--- src/rtl/edd_pkg.sv ---
// ============================================================================
// edd_pkg
// Shared types and constants for the edit distance engine and its cells.
// ============================================================================
`default_nettype none

package edd_pkg;

   // request commands
   localparam logic [1:0] CMD_LOAD  = 2'd0;
   localparam logic [1:0] CMD_QUERY = 2'd1;
   localparam logic [1:0] CMD_END   = 2'd2;

   localparam int SYM_W  = 8;
   localparam int DIST_W = 7;

   // query symbol moving along the cell chain
   typedef struct packed {
      logic             valid;
      logic [SYM_W-1:0] symbol;
   } tok_type;

   // control sequencer, one-hot
   typedef enum logic [1:0] {
      ST_RUN   = 2'b01,
      ST_DRAIN = 2'b10
   } state_type;

endpackage

`default_nettype wire

--- src/rtl/edd_cell.sv ---
// ============================================================================
// edd_cell
// One reference position of the systolic chain: holds a reference byte and
// the DP row entry for that position, updates it as a query symbol passes.
// ============================================================================
`default_nettype none

module edd_cell #(
   parameter int ROW_W = 7,
   parameter int IDX   = 1
) (
   input  wire                          clock,
   input  wire                          reset,
   input  wire                          init_i,
   input  wire                          wr_en_i,
   input  wire  [edd_pkg::SYM_W-1:0]    wr_sym_i,
   input  wire  edd_pkg::tok_type       tok_i,
   input  wire  [ROW_W-1:0]             left_i,
   input  wire  [ROW_W-1:0]             diag_i,
   output edd_pkg::tok_type             tok_o,
   output logic [ROW_W-1:0]             left_o,
   output logic [ROW_W-1:0]             diag_o,
   output logic [ROW_W-1:0]             row_o
);

   logic [edd_pkg::SYM_W-1:0] ref_ff;
   logic [ROW_W-1:0]          row_ff;
   logic                      vld_ff;
   logic [edd_pkg::SYM_W-1:0] sym_ff;
   logic [ROW_W-1:0]          left_ff;
   logic [ROW_W-1:0]          diag_ff;

   logic                      cost;
   logic [ROW_W-1:0]          ul_min;
   logic [ROW_W:0]            diag_sum;
   logic [ROW_W:0]            ul_sum;
   logic [ROW_W:0]            best_w;
   logic [ROW_W-1:0]          best;

   // min(diag + cost, min(up, left) + 1), one guard bit on the sums
   always_comb begin
      cost     = (ref_ff != tok_i.symbol);
      ul_min   = (row_ff < left_i) ? row_ff : left_i;
      diag_sum = {1'b0, diag_i} + {{ROW_W{1'b0}}, cost};
      ul_sum   = {1'b0, ul_min} + (ROW_W+1)'(1);
      best_w   = (diag_sum < ul_sum) ? diag_sum : ul_sum;
      best     = best_w[ROW_W-1:0];
   end

   // reference byte
   always_ff @(posedge clock) begin
      if (wr_en_i) begin
         ref_ff <= wr_sym_i;
      end
   end

   // row entry and hand-off to the next cell
   always_ff @(posedge clock) begin
      if (init_i) begin
         row_ff <= ROW_W'(IDX);
      end else if (tok_i.valid) begin
         row_ff <= best;
      end
      if (tok_i.valid) begin
         sym_ff  <= tok_i.symbol;
         left_ff <= best;
         diag_ff <= row_ff;
      end
   end

   always_ff @(posedge clock) begin
      if (reset) begin
         vld_ff <= 1'b0;
      end else begin
         vld_ff <= tok_i.valid;
      end
   end

   assign tok_o.valid  = vld_ff;
   assign tok_o.symbol = sym_ff;
   assign left_o       = left_ff;
   assign diag_o       = diag_ff;
   assign row_o        = row_ff;

endmodule

`default_nettype wire

--- config.mk ---
export PLATFORM = sky130hd
export DESIGN_NAME = edd_cell
export DESIGN_NICKNAME = d
export VERILOG_FILES = /design/src/rtl/edd_pkg.sv /design/src/rtl/edd_cell.sv
export SDC_FILE = /design/constraint.sdc
export NUM_CORES = 1
export LEC_CHECK = 0
export BUFFER_PORTS_ARGS = -buffer_cell sky130_fd_sc_hd__buf_2
export CAP_MARGIN = 20
export CORE_ASPECT_RATIO = 1.2
export CORE_MARGIN = 2
export CORE_UTILIZATION = 26
export CTS_CLUSTER_SIZE = 30
export DETAILED_ROUTE_END_ITERATION = 8
export GPL_TIMING_DRIVEN = 1
export PLACE_DENSITY = 0.54
export REMOVE_ABC_BUFFERS = 1
export SYNTH_ARGS = -nofsm -noshare
export SYNTH_HDL_FRONTEND = slang
export SYNTH_SLANG_ARGS = --single-unit
--- constraint.sdc ---
create_clock -name clock -period 3.7 [get_ports clock]
set_clock_uncertainty 0.05 [all_clocks]
set_input_delay 0.185 -clock clock [delete_from_list [all_inputs] [get_ports clock]]
set_output_delay 0.185 -clock clock [all_outputs]
set_load 0.05 [all_outputs]
=== Yosys cells after proc, flatten, opt, wreduce, memory -nomap -nowiden ===
Cells that the tools add are included.

* Register bits: 38
* Input port bits: 35
* Output and inout port bits: 30
* Word-level logic and storage cells: 13

* $add $sub $neg: 2
* Order comparisons: 2
* Equality and inequality tests: 1
* Muxes and demuxes: 2

{| class="wikitable"
|+ Operator list
! cell !! number
|-
| two-way mux 7 bit || 2
|-
| adder 7 x 1 -> 8 bit || 1
|-
| adder 7 x 1 -> 8 bit (second input constant) || 1
|-
| less-than comparator 8 bit || 1
|-
| != test 8 bit || 1
|-
| less-than comparator 7 bit || 1
|}

=== Logic depth before layout (Yosys ltp) ===
* Depth after elaboration: 5
* Gate-level depth with buffers: 18
* Depth with buffers taken out: 18

=== Worst setup path before layout ===
No wires, ideal clock.

* Kind: flip-flop to flip-flop
* From: reg row_ff[6], in the netlist row_o[6]
* To: reg row_ff[1], in the netlist row_o[1]
* Setup time: 0.115 ns
* Arrival time: 4.104 ns
* Required time: 3.535 ns
* Path slack: -0.568 ns
* Cell stages (with the launch flop): 18
* Path buffers: 0
* Clock period less this slack: 4.268 ns
* Cell sequence: dfxtp_1 > ha_1 > a21oi_1 > o21ai_0 > a21oi_2 > nand2_1 > o21ai_0 > ha_1 > nand3_1 > xnor2_1 > mux2i_1 > ha_1 > o21ai_0 > o21bai_1 > nor3_1 > a31o_2 > mux2_4 > o21a_1

* Word-level cells in the longest chain between the ends: 5

{| class="wikitable"
|+ Ends and longest elaborated chain
! item !! RTL line !! text
|-
| start, declared || edd_cell.sv:27 || <nowiki>logic [ROW_W-1:0] row_ff;</nowiki>
|-
| start signal, assigned || edd_cell.sv:60 || <nowiki>row_ff <= ROW_W'(IDX);</nowiki>
|-
| start signal, assigned || edd_cell.sv:62 || <nowiki>row_ff <= best;</nowiki>
|-
| less-than comparator 7 bit || edd_cell.sv:43 || <nowiki>ul_min = (row_ff < left_i) ? row_ff : left_i;</nowiki>
|-
| two-way mux 7 bit (*) || edd_cell.sv:43 ||
|-
| adder 7 x 1 -> 8 bit (*) || edd_cell.sv:45 || <nowiki>ul_sum = {1'b0, ul_min} + (ROW_W+1)'(1);</nowiki>
|-
| less-than comparator 8 bit || edd_cell.sv:46 || <nowiki>best_w = (diag_sum < ul_sum) ? diag_sum : ul_sum;</nowiki>
|-
| two-way mux 7 bit (*) || edd_cell.sv:46 ||
|-
| net best_w[1] || edd_cell.sv:37 || <nowiki>logic [ROW_W:0] best_w;</nowiki>
|}

The timed path passes the listed nets; every way through them passes the cells marked *.
A chain may end at the register's enable or synchronous reset.

=== Worst setup path after layout ===
* From: reg row_ff[5], in the netlist row_o[5]
* To: reg row_ff[1], in the netlist row_o[1]

Same word-level chain as after synthesis.

==> flow_summary.ini <==
[layout]
area_growth_pct = 42.3
diodes = 0
fin_cells = 373
final_nets = 331
drive_gt1_share_pct = 44.8

[logic_synthesis]
yosysWarnings = 0
async_flop_share_pct = 0
synth-seq-cells = 38
avgSynthCellArea_um2 = 11.3
yosysTopAreaCellShare_pct = 43.0
synth.distinct_cells = 36
synth_cells = 186
synth_edf_count = 30
yosysSeqAreaShare_pct = 50.7
synth_area_leaders = edfxtp_1 43%, ha_1 9.6%, dfxtp_1 7.6%
synth_area_leader_cell = edfxtp_1
synthesis.area_um2 = 2090
yosys_most_used_dff = edfxtp_1

[die]
die_w_um = 85.9
fp.dieH_um = 102
num_io_pins = 65
die-area_um2 = 8790
start_util_pct = 27.0
rows = 35
core_um2 = 7750

[power_and_ir_drop]
p_per_area_nw_per_um2 = 550
p_total_mw = 1.64
vdd_drop_max_mv = 0.153
leakagePower_nw = 1.33

[critical_path]
crit_required_ns = 3.84
crit_top_cell = ha_4
worstPathCellList = ha_1 -> nand2_2 -> nor2_2 -> a211o_1 -> nand2_1 -> ha_4 -> nand4_1 -> xnor2_1 -> mux2i_2 -> ha_4 -> o21ai_1 -> o21bai_1 -> nor3_1 -> buf_4 -> a31o_4 -> mux2_4 -> o21a_1
critPathBufInv = 1
cp-end-kind = flop
start_kind = flop
cp_top_family = compound AO/OA/AOI/OAI gates
cp_slowest_cell = dfxtp_2
path_max_fanout = 5
path_class = reg -> reg
crit_arrival_ns = 3.72
max_stage_delay_ns = 0.35

[routing]
drc = 0
vias_per_cell = 4.57
wl_mm = 5.16
dr.first_iter.drc_count = 106
drt_pass1_iterations = 6
wl_per_cell_um = 13.8
vias = 1706
antenna_left = 0

[grt]
grt_use_total_pct = 11.4
grt_overflow = 0
grt_pass1_wl_mm = 7.89
grt_max_degree = 32
grt_pass1_vias = 1634
antenna_found_initial = 0

[placed_design]
pre_cts_slack_ns = -0.0242
hpwl_mm = 4.18
numPortBuffers = 64
place_inst = 359
gp_congestion = 0.791

[sta]
slew_violations = 0
hold_viol_final = 0
max_clock_freq_mhz = 279
worst_slack_ns = 0.120
fin_crit_sh_pct = 96.8
fin_setup_tns_ns = 0
final.min_clock_period_ns = 3.58
setup_viol = 0
tightest_slew_ns = 0.622
slew_headroom_pct = 58.5

[min_path]
hold_path.class = in -> reg

[cts]
cts_made_buffers = 5
htree_levels = 2
clock-sinks = 38
cts_buffer_depth = 2
path_clk_slew_ns = 0.08
cts_tree = built
cts_root_buf = clkbuf_8
clk_latency_ns = 0.29

[run]
max_cap_violations = 0

[run_status]
status = completed
worst reg2reg max path, delay by kind of cell (launching register included):
family                     cells  cell delay, ns
AOI/OAI and AO/OA              5            0.89
xor gates and xnor gates       1            0.16
adders and majority gates      3            0.71
buffers and inverters          1            0.17
DFF                            1            0.35
muxes                          2            0.57
and+or+nand+nor                5            0.58
worst paths after layout:
kind	start	to	slack, ns	depth (start not counted)
max reg2reg	row_o[5]	row_o[1]	0.12	17
min	wr_sym_i[1]	ref_ff[1]	0.03	1
min reg2reg	row_o[0]	diag_o[0]	0.52	1
max	row_o[5]	row_o[1]	0.12	17
per-layer routing:
metal  track usage [%]  part of all wire [%]
met1              14.0                    40
met2              20.3                    53
met3              1.62                   5.0
met4              4.40                   1.6
met5                 0                     0
power by group:
part	total [mW]	switching (mW)	internal, mW
registers	0.552	0.0215	0.530
logic	0.684	0.417	0.267
clock network	0.403	0.143	0.260
total	1.64	0.581	1.06
kinds of logic after synthesis:
| logic type | Yosys count | share of synthesized area, % |
|---|---|---|
| simple gates | 54 | 11.8 |
| flops | 38 | 50.7 |
| compound gates | 27 | 9.86 |
| xor+xnor | 22 | 9.20 |
| buf+inv | 18 | 3.40 |
| fa+ha+maj | 16 | 9.56 |
| mux | 11 | 5.50 |
state kept, by name, indices dropped and copies added, names as in the netlist:
signal,flops
diag_o,7
left_o,7
ref_ff,8
row_o,7
sym_ff,8
vld_ff,1
cell usage after synthesis (5+ instances only):
| master | n |
|---|---|
| edfxtp_1 | 30 |
| nor2_1 | 18 |
| ha_1 | 16 |
| inv_1 | 15 |
| nand2_1 | 12 |
| xor2_1 | 12 |
| nand3_1 | 11 |
| mux2i_1 | 10 |
| xnor2_1 | 10 |
| dfxtp_1 | 8 |
| a21oi_1 | 6 |
| o21a_1 | 5 |
layout make-up:
class	count	area, um2
Clock buffer	7	108
Inverter	15	56.3
Tap cell	92	115
Timing Repair Buffer	90	518
Clock inverter	1	30.0
Fill cell	759	4770
Multi-Input combinational cell	130	1090
Sequential cell	38	1070
what timing repair did:
action                                 4_1_cts  5_1_grt
pin swaps                                    0       13
setup buffers                                0        5
setup endpoints to repair                    3       12
endpoints found under the hold margin        1        0
gates cloned                                 0        0
resized for setup                            2       26
hold buffers                                 1        0
cells in the final DEF, fill, tap and decap left out, drive strengths merged, types with 8 or more instances in the layout:
cell type	count
buf	89
dfxtp	8
edfxtp	30
ha	16
inv	15
mux2i	10
nand2	12
nand3	11
nor2	18
xnor2	10
xor2	12
stage by stage:
step	area (um2)	utilization [%]	hold WS, ns
floorplan	2080	-	0.202
global placement	2670	34.4	0.293
global route	2980	38.5	0.0199
finish	2980	38.5	0.0285
detailed placement	2670	34.4	0.293
CTS	2820	36.3	0.0216
(Power assumes the default switching activity.)
